### src/hw/rtl/swls_pkg.sv
// Shared types, codes and reset values for the stopwatch with LED scanner.
`timescale 1ns / 1ps

package swls_pkg;

	typedef struct packed {
		logic btn_slower;
		logic btn_faster;
		logic btn_clear;
		logic btn_halt;
		logic btn_start;
	} tick_t;

	typedef struct packed {
		logic [7:0] led_pattern;
		logic [9:0] millis;
		logic [5:0] seconds;
		logic [5:0] minutes;
		logic [7:0] hours;
		logic [1:0] run_mode;
	} result_t;

	localparam int unsigned CFG_INDEX_W = 3;
	localparam int unsigned CFG_DATA_W  = 10;

	localparam logic [CFG_INDEX_W-1:0] CFG_TICK_WHOLE_MS  = 3'd0;
	localparam logic [CFG_INDEX_W-1:0] CFG_TICK_EXTRA_US  = 3'd1;
	localparam logic [CFG_INDEX_W-1:0] CFG_SPEED_STEP     = 3'd2;
	localparam logic [CFG_INDEX_W-1:0] CFG_PERIOD_FLOOR   = 3'd3;
	localparam logic [CFG_INDEX_W-1:0] CFG_PERIOD_CEILING = 3'd4;

	localparam logic [1:0] MODE_RUN   = 2'd0;
	localparam logic [1:0] MODE_HALT  = 2'd1;
	localparam logic [1:0] MODE_CLEAR = 2'd2;

	localparam logic [7:0] TICK_WHOLE_MS_RST  = 8'd8;
	localparam logic [9:0] TICK_EXTRA_US_RST  = 10'd192;
	localparam logic [7:0] SPEED_STEP_RST     = 8'd20;
	localparam logic [9:0] PERIOD_FLOOR_RST   = 10'd20;
	localparam logic [9:0] PERIOD_CEILING_RST = 10'd1000;
	localparam logic [9:0] SCAN_PERIOD_RST    = 10'd200;
	localparam logic [3:0] LEFT_NIBBLE_RST    = 4'b1000;
	localparam logic [3:0] RIGHT_NIBBLE_RST   = 4'b0001;

	localparam logic [3:0]  NIBBLE_FULL  = 4'b1111;
	localparam logic [3:0]  NIBBLE_EMPTY = 4'b0000;
	localparam logic [10:0] US_PER_MS    = 11'd1000;
	localparam logic [10:0] MS_PER_SEC   = 11'd1000;
	localparam logic [6:0]  SEC_PER_MIN  = 7'd60;
	localparam logic [6:0]  MIN_PER_HOUR = 7'd60;
	localparam logic [10:0] PERIOD_MAX   = 11'd1023;
	localparam logic [11:0] ACCUM_MAX    = 12'd2047;

endpackage

### src/hw/rtl/stopwatch_with_led_scanner.sv
// Stopwatch with LED bar scanner: one tick request in, one result out.
// The result of a tick request is registered and presented in the cycle after it is taken.
// Throughput: one tick request per cycle; the single output register stalls input
// only while a result is held and the output side stalls.
// Reset: arst_n sets all state but the result data register to its power-up values
// and the config registers to their defaults; no result is pending after reset.
`timescale 1ns / 1ps

module stopwatch_with_led_scanner (
	input  logic                                clk,
	input  logic                                arst_n,
	input  logic                                tick_valid,
	output logic                                tick_stall,
	input  swls_pkg::tick_t                     tick,
	output logic                                result_valid,
	input  logic                                result_stall,
	output swls_pkg::result_t                   result,
	input  logic                                cfg_valid,
	output logic                                cfg_ready,
	input  logic [swls_pkg::CFG_INDEX_W-1:0]    cfg_index,
	input  logic [swls_pkg::CFG_DATA_W-1:0]     cfg_data
);

	logic [7:0]  tick_whole_ms_q;
	logic [9:0]  tick_extra_us_q;
	logic [7:0]  speed_step_q;
	logic [9:0]  period_floor_q;
	logic [9:0]  period_ceiling_q;

	logic [9:0]  us_accum_q;
	logic [10:0] pattern_accum_q;
	logic [9:0]  scan_period_q;
	logic [3:0]  left_nibble_q;
	logic [3:0]  right_nibble_q;
	logic        emptying_q;
	logic [1:0]  mode_q;
	logic [9:0]  ms_count_q;
	logic [5:0]  sec_count_q;
	logic [5:0]  min_count_q;
	logic [7:0]  hour_count_q;

	logic              result_valid_q;
	swls_pkg::result_t result_q;

	logic        accept;
	logic [10:0] period_up;
	logic [9:0]  period_d;
	logic [1:0]  mode_d;
	logic [10:0] us_sum;
	logic        us_carry;
	logic [9:0]  us_d;
	logic [8:0]  elapsed;
	logic [11:0] pat_sum;
	logic [11:0] pat_sat;
	logic        pat_step;
	logic [10:0] pat_d;
	logic        empt_d;
	logic [3:0]  left_d;
	logic [3:0]  right_d;
	logic [10:0] ms_sum;
	logic        ms_wrap;
	logic [6:0]  sec_inc;
	logic        sec_wrap;
	logic [6:0]  min_inc;
	logic        min_wrap;
	logic [9:0]  ms_d;
	logic [5:0]  sec_d;
	logic [5:0]  min_d;
	logic [7:0]  hour_d;

	assign tick_stall   = result_valid_q & result_stall;
	assign accept       = tick_valid & ~tick_stall;
	assign result_valid = result_valid_q;
	assign result       = result_q;
	assign cfg_ready    = 1'b1;

	always_comb begin
		period_up = {1'b0, scan_period_q} + {3'b000, speed_step_q};
		period_d  = scan_period_q;
		if (tick.btn_slower && (scan_period_q < period_ceiling_q)) begin
			period_d = (period_up > swls_pkg::PERIOD_MAX) ? swls_pkg::PERIOD_MAX[9:0]
				: period_up[9:0];
		end else if (tick.btn_faster && (scan_period_q > period_floor_q)) begin
			period_d = (scan_period_q > {2'b00, speed_step_q})
				? scan_period_q - {2'b00, speed_step_q} : 10'd0;
		end

		mode_d = mode_q;
		if (tick.btn_clear) begin
			mode_d = swls_pkg::MODE_CLEAR;
		end else if (tick.btn_halt) begin
			mode_d = swls_pkg::MODE_HALT;
		end else if (tick.btn_start) begin
			mode_d = swls_pkg::MODE_RUN;
		end

		us_sum   = {1'b0, us_accum_q} + {1'b0, tick_extra_us_q};
		us_carry = us_sum >= swls_pkg::US_PER_MS;
		us_d     = us_carry ? 10'd0 : us_sum[9:0];
		elapsed  = {1'b0, tick_whole_ms_q} + {8'd0, us_carry};

		pat_sum  = {1'b0, pattern_accum_q} + {3'b000, elapsed};
		pat_sat  = (pat_sum > swls_pkg::ACCUM_MAX) ? swls_pkg::ACCUM_MAX : pat_sum;
		pat_step = pat_sat >= {2'b00, period_d};
		pat_d    = pat_step ? (pat_sat[10:0] - {1'b0, period_d}) : pat_sat[10:0];

		empt_d  = emptying_q;
		left_d  = left_nibble_q;
		right_d = right_nibble_q;
		if (pat_step) begin
			if (left_nibble_q == swls_pkg::NIBBLE_FULL
				&& right_nibble_q == swls_pkg::NIBBLE_FULL) begin
				empt_d = 1'b1;
			end else if (left_nibble_q == swls_pkg::NIBBLE_EMPTY
				&& right_nibble_q == swls_pkg::NIBBLE_EMPTY) begin
				empt_d = 1'b0;
			end
			if (!empt_d) begin
				right_d = {right_nibble_q[2:0], 1'b1};
				left_d  = {1'b1, left_nibble_q[3:1]};
			end else begin
				left_d  = {left_nibble_q[2:0], 1'b0};
				right_d = {1'b0, right_nibble_q[3:1]};
			end
		end

		ms_sum   = {1'b0, ms_count_q} + {2'b00, elapsed};
		ms_wrap  = ms_sum >= swls_pkg::MS_PER_SEC;
		sec_inc  = {1'b0, sec_count_q} + 7'd1;
		sec_wrap = sec_inc >= swls_pkg::SEC_PER_MIN;
		min_inc  = {1'b0, min_count_q} + 7'd1;
		min_wrap = min_inc >= swls_pkg::MIN_PER_HOUR;

		ms_d   = ms_count_q;
		sec_d  = sec_count_q;
		min_d  = min_count_q;
		hour_d = hour_count_q;
		if (mode_d == swls_pkg::MODE_CLEAR) begin
			ms_d   = 10'd0;
			sec_d  = 6'd0;
			min_d  = 6'd0;
			hour_d = 8'd0;
		end else if (mode_d == swls_pkg::MODE_RUN) begin
			if (!ms_wrap) begin
				ms_d = ms_sum[9:0];
			end else begin
				ms_d = 10'd0;
				if (!sec_wrap) begin
					sec_d = sec_inc[5:0];
				end else begin
					sec_d = 6'd0;
					if (!min_wrap) begin
						min_d = min_inc[5:0];
					end else begin
						min_d  = 6'd0;
						hour_d = hour_count_q + 8'd1;
					end
				end
			end
		end
	end

	always_ff @(posedge clk or negedge arst_n) begin
		if (!arst_n) begin
			tick_whole_ms_q  <= swls_pkg::TICK_WHOLE_MS_RST;
			tick_extra_us_q  <= swls_pkg::TICK_EXTRA_US_RST;
			speed_step_q     <= swls_pkg::SPEED_STEP_RST;
			period_floor_q   <= swls_pkg::PERIOD_FLOOR_RST;
			period_ceiling_q <= swls_pkg::PERIOD_CEILING_RST;
		end else if (cfg_valid && cfg_ready) begin
			unique case (cfg_index)
				swls_pkg::CFG_TICK_WHOLE_MS:  tick_whole_ms_q  <= cfg_data[7:0];
				swls_pkg::CFG_TICK_EXTRA_US:  tick_extra_us_q  <= cfg_data;
				swls_pkg::CFG_SPEED_STEP:     speed_step_q     <= cfg_data[7:0];
				swls_pkg::CFG_PERIOD_FLOOR:   period_floor_q   <= cfg_data;
				swls_pkg::CFG_PERIOD_CEILING: period_ceiling_q <= cfg_data;
				default: ;
			endcase
		end
	end

	always_ff @(posedge clk or negedge arst_n) begin
		if (!arst_n) begin
			us_accum_q      <= '0;
			pattern_accum_q <= '0;
			scan_period_q   <= swls_pkg::SCAN_PERIOD_RST;
			left_nibble_q   <= swls_pkg::LEFT_NIBBLE_RST;
			right_nibble_q  <= swls_pkg::RIGHT_NIBBLE_RST;
			emptying_q      <= 1'b0;
			mode_q          <= swls_pkg::MODE_RUN;
			ms_count_q      <= '0;
			sec_count_q     <= '0;
			min_count_q     <= '0;
			hour_count_q    <= '0;
		end else if (accept) begin
			us_accum_q      <= us_d;
			pattern_accum_q <= pat_d;
			scan_period_q   <= period_d;
			left_nibble_q   <= left_d;
			right_nibble_q  <= right_d;
			emptying_q      <= empt_d;
			mode_q          <= mode_d;
			ms_count_q      <= ms_d;
			sec_count_q     <= sec_d;
			min_count_q     <= min_d;
			hour_count_q    <= hour_d;
		end
	end

	always_ff @(posedge clk or negedge arst_n) begin
		if (!arst_n) begin
			result_valid_q <= 1'b0;
		end else if (accept) begin
			result_valid_q <= 1'b1;
		end else if (!result_stall) begin
			result_valid_q <= 1'b0;
		end
	end

	always_ff @(posedge clk) begin
		if (accept) begin
			result_q.led_pattern <= {left_d, right_d};
			result_q.millis      <= ms_d;
			result_q.seconds     <= sec_d;
			result_q.minutes     <= min_d;
			result_q.hours       <= hour_d;
			result_q.run_mode    <= mode_d;
		end
	end

endmodule
### config.mk
export PLATFORM = sky130hd
export DESIGN_NAME = stopwatch_with_led_scanner
export DESIGN_NICKNAME = d
export VERILOG_FILES = /design/src/hw/rtl/swls_pkg.sv /design/src/hw/rtl/stopwatch_with_led_scanner.sv
export SDC_FILE = /design/constraint.sdc
export NUM_CORES = 1
export LEC_CHECK = 0
export ABC_AREA = 1
export BUFFER_PORTS_ARGS = -buffer_cell sky130_fd_sc_hd__buf_2
export CORE_UTILIZATION = 60
export DETAILED_ROUTE_END_ITERATION = 12
export GPL_ROUTABILITY_DRIVEN = 0
export GPL_TIMING_DRIVEN = 0
export PLACE_DENSITY_LB_ADDON = 0.05
export SYNTH_ARGS = -nofsm -noshare
export SYNTH_HDL_FRONTEND = slang
export SYNTH_SLANG_ARGS = --single-unit
### constraint.sdc
create_clock -name clk -period 8.1 [get_ports clk]
set_input_delay 0.405 -clock clk [delete_from_list [all_inputs] [get_ports clk]]
set_output_delay 0.405 -clock clk [all_outputs]
set_load 0.005 [all_outputs]
== Word level (Yosys, flattened, before mapping) ==
Index checks and enable logic that the tools add are counted.

* Output and inout bits: 43
* Bits of input ports: 23
* Word-level logic and storage cells: 104
* Register bits after elaboration: 159

* Reductions and logical operators: 14
* Mux-type cells: 36
* Add/subtract/negate cells: 10
* Order comparisons: 10
* Eq/ne operators: 8
* Bitwise gates (word level): 3

{| class="wikitable"
|+ Operator list
! cell !! number
|-
| 2-to-1 mux 10 bit || 8
|-
| 2-to-1 mux 6 bit || 9
|-
| 2-to-1 mux 8 bit || 5
|-
| >= comparator 11 x 10 -> 1 bit, second input constant || 2
|-
| 2-to-1 mux 4 bit || 4
|-
| adder 6 x 1 -> 7 bit, second input constant || 2
|-
| >= comparator 7 x 6 -> 1 bit, second input constant || 2
|-
| adder 11 x 9 -> 12 bit || 1
|-
| >= comparator 12 x 10 -> 1 bit || 1
|-
| greater-than comparator 12 x 11 -> 1 bit, second input constant || 1
|-
| 2-to-1 mux 12 bit || 1
|-
| AND reduction 2 bit || 6
|-
| adder 10 x 10 -> 11 bit || 1
|-
| adder 10 x 8 -> 11 bit || 1
|-
| adder 10 x 9 -> 11 bit || 1
|-
| greater-than comparator 11 x 10 -> 1 bit, second input constant || 1
|-
| 2-to-1 mux 11 bit || 1
|-
| subtractor 11 x 10 -> 11 bit || 1
|-
| greater-than comparator 10 bit || 1
|-
| greater-than comparator 10 x 8 -> 1 bit || 1
|-
| < comparator 10 bit || 1
|-
| subtractor 10 x 8 -> 10 bit || 1
|-
| adder 8 x 1 -> 9 bit || 1
|-
| adder 8 x 1 -> 8 bit, second input constant || 1
|-
| 14 further kinds || 27
|}

== Logic depth before layout (Yosys ltp) ==
* Depth after elaboration: 10
* Mapped depth: 48
* Mapped depth without buffers: 46

== Worst setup path after synthesis ==
Ideal clock, no wire load.

* Kind: reg2reg
* From: reg tick_extra_us_q[0]
* To: reg result_q (netlist bit result[38]), data pin
* Arrival time: 5.517 ns
* Path buffers: 2
* Library setup time: 0.258 ns
* Cell stages (with the launch flop): 45
* Data required time: 7.842 ns
* Clock period less this slack: 5.774 ns
* Path slack: 2.326 ns
* Cell sequence: dfrtp_1 ha_1 fa_1 nand3_1 nand2_1 nand4_1 o211ai_1 a21o_1 a21oi_1 buf_1 nand2_1 ha_1 nand2_1 nor2_1 nand2_1 inv_1 nand2_1 xor2_1 (+9 left out) inv_1 nor2_1 ha_1 inv_1 fa_1 inv_1 nor2_1 nor2_2 inv_1 a21oi_2 o41ai_1 nand2_1 nand2_2 nor2_8 inv_2 buf_2 nand2_1 o21ai_1

* Word-level cells in the longest chain between the ends: 8

{| class="wikitable"
|+ Ends and longest elaborated chain
! what !! line !! RTL
|-
| from (decl) || stopwatch_with_led_scanner.sv:25 || <nowiki>logic [9:0] tick_extra_us_q;</nowiki>
|-
| from (signal assigned) || stopwatch_with_led_scanner.sv:166 || <nowiki>tick_extra_us_q <= swls_pkg::TICK_EXTRA_US_RST;</nowiki>
|-
| from (signal assigned) || stopwatch_with_led_scanner.sv:173 || <nowiki>swls_pkg::CFG_TICK_EXTRA_US: tick_extra_us_q <= cfg_data;</nowiki>
|-
| adder 10 x 10 -> 11 bit (*) || stopwatch_with_led_scanner.sv:97 || <nowiki>us_sum = {1'b0, us_accum_q} + {1'b0, tick_extra_us_q};</nowiki>
|-
| >= comparator 11 x 10 -> 1 bit (*) || stopwatch_with_led_scanner.sv:98 || <nowiki>us_carry = us_sum >= swls_pkg::US_PER_MS;</nowiki>
|-
| adder 8 x 1 -> 9 bit (*) || stopwatch_with_led_scanner.sv:100 || <nowiki>elapsed = {1'b0, tick_whole_ms_q} + {8'd0, us_carry};</nowiki>
|-
| adder 11 x 9 -> 12 bit (*) || stopwatch_with_led_scanner.sv:102 || <nowiki>pat_sum = {1'b0, pattern_accum_q} + {3'b000, elapsed};</nowiki>
|-
| greater-than comparator 12 x 11 -> 1 bit || stopwatch_with_led_scanner.sv:103 || <nowiki>pat_sat = (pat_sum > swls_pkg::ACCUM_MAX) ? swls_pkg::ACCUM_MAX : pat_sum;</nowiki>
|-
| 2-to-1 mux 12 bit (*) || stopwatch_with_led_scanner.sv:103 ||
|-
| >= comparator 12 x 10 -> 1 bit (*) || stopwatch_with_led_scanner.sv:104 || <nowiki>pat_step = pat_sat >= {2'b00, period_d};</nowiki>
|-
| 2-to-1 mux 4 bit (*) || stopwatch_with_led_scanner.sv:110 || <nowiki>if (pat_step) begin</nowiki>
|-
| via left_d[2] || stopwatch_with_led_scanner.sv:58 || <nowiki>logic [3:0] left_d;</nowiki>
|-
| to (decl) || stopwatch_with_led_scanner.sv:43 || <nowiki>swls_pkg::result_t result_q;</nowiki>
|}

The timed path passes the listed nets; every way through them passes the cells marked *.
A chain may end at the register's enable or synchronous reset.

== Worst setup path in the final report ==
* From: reg tick_extra_us_q[0]
* To: reg result_q (netlist bit result[36]), data pin

The elaborated chain is that of the path after synthesis.

==> results.sh <==
export IMPL_status="finished, final reports clean"
export IMPL_layout_min_cycle_time_ns=6.902
export IMPL_place_hpwl_um=20740
export IMPL_worstMarginPinSlew_ns=0.7029
export IMPL_ys_seq_area_share_pct=38.95
export IMPL_cp_common_cell="nand2_1"
export IMPL_grt_pass1_wl_um=45750
export IMPL_synthCells=1422
export IMPL_crit_fanout=10
export IMPL_clockBufferDepth=2
export IMPL_worst_path_buf_inv=9
export IMPL_cpMaxStageDelayCell="nor3b_1"
export IMPL_drc=0
export IMPL_synth_top_family_by_area="simple AND/OR/NAND/NOR gates"
export IMPL_async_reset_ff_share_pct=74.84
export IMPL_die_area_um2=18520
export IMPL_drv_cap=0
export IMPL_synth_compound_area_share_pct=10.74
export IMPL_grt_max_degree=63
export IMPL_fin_crit_sh_pct=85.21
export IMPL_regArea_um2=4202
export IMPL_multi_input_area_um2=5699
export IMPL_h_tree_depth=4
export IMPL_peakVddDrop_mv=0.2347
export IMPL_cp_start_kind="flip-flop"
export IMPL_slowest_delay_ns=0.48
export IMPL_slew_viol_final=0
export IMPL_synth_ff_type="dfrtp_1"
export IMPL_portBuffers=64
export IMPL_p_leak_nw=6.118
export IMPL_antennaDiodeCount=0
export IMPL_yosys_top_cells_count="nand2_1, inv_1, nor2_1"
export IMPL_synth_edf_count=40
export IMPL_cts_resized=0
export IMPL_pin_count=66
export IMPL_finalWirelength_um=27840
export IMPL_antenna_found_initial=0
export IMPL_drt_iter0_markers=613
export IMPL_drive_above_1_share_pct=11.24
export IMPL_synthesis_area_um2=10790
export IMPL_fin_ws_ns=1.198
export IMPL_grt_pass1_vias=9473
export IMPL_fp_coreArea_um2=17420
export IMPL_synth_simple_area_share_pct=28.78
export IMPL_synth_nets=1530
export IMPL_setup_tns_ns=0
export IMPL_areaGrowthSynthToFinish_pct=11.66
export IMPL_final_hold_violation_count=0
export IMPL_power_density_nw_per_um2=393.2
export IMPL_tritoncts="done"
export IMPL_crit_required_ns=8.29
export IMPL_synth_xor_area_share_pct=3.004
export IMPL_synthDominantCellAreaShare_pct=23.43
export IMPL_pre_cts_ws_ns=1.254
export IMPL_cts_buffers=17
export IMPL_vias_per_cell=5.643
export IMPL_synthAdderAreaFrac_pct=10.28
export IMPL_root_buffer="clkbuf_16"
export IMPL_die_y_um=136.1
export IMPL_nFillCells=1462
export IMPL_synth_most_common_cell="nand2_1"
export IMPL_crit_type="flip-flop to flip-flop"
export IMPL_clk_latency_ns=0.44
export IMPL_cp_data_arrival_time_ns=7.09
export IMPL_ys_warn_count=0
export IMPL_syn_area_per_cell_um2=7.586
export IMPL_routedWlPerCell_um=15.94
export IMPL_die_x_um=136.1
export IMPL_dr_pass1_iters=5
export IMPL_rsz0062_at_grt="no"
export IMPL_track_usage_pct=31.93
export IMPL_synth_seq_cells=159
export IMPL_relSlewSlack_pct=53.14
export IMPL_synth_area_mux_share_pct=0
export IMPL_netlist_cell_type_count=55
export IMPL_globalRoute_totalOverflow=0
export IMPL_ant_nets=0
export IMPL_ys_top_cells_by_area="dfrtp_1, nand2_1, edfxtp_1, ha_1, inv_1"
export IMPL_hold_path_class="primary input to flip-flop"
export IMPL_setup_viol=0
export IMPL_cts_sinks=159
export IMPL_finClkSkew_ns=0.01136
export IMPL_endpoint_kind="flip-flop"
export IMPL_synth_top_area_cell="dfrtp_1"
export IMPL_nNetsFinal=1616
export IMPL_std_cell_rows=48
export IMPL_cpLargestDelayFamily="simple AND/OR/NAND/NOR gates"
export IMPL_vias=9853
export IMPL_fmaxAchievable_mhz=144.9
export IMPL_initial_utilization_pct=61.93
export IMPL_clk_pin_slew_ns=0.08
==> kinds of logic (layout without fill, tap and decap cells) <==
logic type,count (synthesis),in the layout
simple gates,709,709
buf+inv,219,318
compound gates,212,212
flops,159,159
fa+ha+maj,85,85
xor+xnor,37,37
other cells,1,1
==> worst min-delay path, delay by kind of cell <==
family	cells	cell delay [ns]
buffers and inverters	2	0.12
AND/OR/NAND/NOR	1	0.06
==> layout by cell type, fill, tap and decap left out, drive strengths merged, types with 2 or more instances in the layout <==
cell type | netlist | layout
nand2 | 422 | 422
inv | 173 | 183
o21ai | 123 | 123
nor2 | 115 | 115
dfrtp | 101 | 101
buf | 22 | 88
nand3 | 82 | 82
ha | 79 | 79
a21oi | 58 | 58
nand4 | 48 | 48
edfxtp | 40 | 40
clkbuf | 22 | 39
xor2 | 27 | 27
dfstp | 18 | 18
nor3 | 17 | 17
nand3b | 12 | 12
o211ai | 10 | 10
xnor2 | 10 | 10
and3 | 9 | 9
fa | 6 | 6
clkinv | 2 | 6
o22ai | 4 | 4
a211oi | 3 | 3
o21bai | 2 | 2
a21o | 2 | 2
nor3b | 2 | 2
a31oi | 2 | 2
==> metal layers <==
layer  wire, um  track usage (%)  vias up  part of all wire (%)
met5          0                0        -                     0
met4        626            11.23        0                   2.2
met2      13140            53.47      363                    47
met1      12360            41.91     4590                    44
li1           -                -     4850                     -
met3       1706            4.847       50                   6.1
==> power breakdown <==
| group | internal, mW | leakage, nW | switching [mW] |
|---|---|---|---|
| sequential | 1.05 | 1.88 | 0.173 |
| clock | 0.415 | 0.289 | 0.391 |
| combinational | 1.00 | 3.95 | 1.71 |
| total | 2.46 | 6.12 | 2.27 |
==> timing repair <==
action	in CTS	in global routing
setup endpoints to repair	0	0
endpoints found under the hold margin	54	0
hold buffers	1	0
buffers inserted	0	0
==> through the flow <==
| step | hold slack, ns | area (um^2) | cells | total power, mW | util (%) |
|---|---|---|---|---|---|
| 3_5_place_dp | 0.4226 | 11440 | 1713 | 3.890 | 65.70 |
| 5_1_grt | 0.1831 | 12040 | 1746 | 5.175 | 69.15 |
| 3_3_place_gp | 0.4618 | 11390 | 1711 | 3.830 | 65.39 |
| 2_1_floorplan | 0.1094 | 10790 | 1422 | 3.227 | - |
| 4_1_cts | 0.1722 | 12040 | 1746 | 4.721 | 69.15 |
| 6_report | 0.1798 | 12040 | 1746 | 4.736 | 69.15 |
==> state kept, by name, summed over array words and instances, names as in the netlist, 8 cells and up <==
name	flops
result	40
pattern_accum_q	11
ms_count_q	10
period_ceiling_q	10
period_floor_q	10
scan_period_q	10
tick_extra_us_q	10
us_accum_q	10
hour_count_q	8
speed_step_q	8
tick_whole_ms_q	8
==> layout make-up <==
class,instances,area share [%]
Timing Repair Buffer,67,3.189
Clock buffer,17,3.532
Buffer,44,1.911
Multi-Input combinational cell,1044,47.32
Sequential cell,159,34.88
Inverter,175,5.454
Tap cell,225,2.337
Clock inverter,15,1.371
==> worst paths after layout <==
check	from	end	slack [ns]	depth (start not counted)
max in group asynchronous	arst_n	scan_period_q[3]$_DFFE_PN1P_	6.84	3
min in group asynchronous	arst_n	us_accum_q[2]$_DFFE_PN0P_	0.49	2
worst min-delay path	tick_valid	result_valid$_DFFE_PN0P_	0.18	3
worst max register to register	tick_extra_us_q[0]$_DFFE_PN0P_	result[36]$_DFFE_PP_	1.20	44
worst min register to register	period_ceiling_q[4]$_DFFE_PN0P_	period_ceiling_q[4]$_DFFE_PN0P_	0.49	2
worst max-delay path	tick_extra_us_q[0]$_DFFE_PN0P_	result[36]$_DFFE_PP_	1.20	44
No activity file was read; power rests on OpenSTA's default activity.
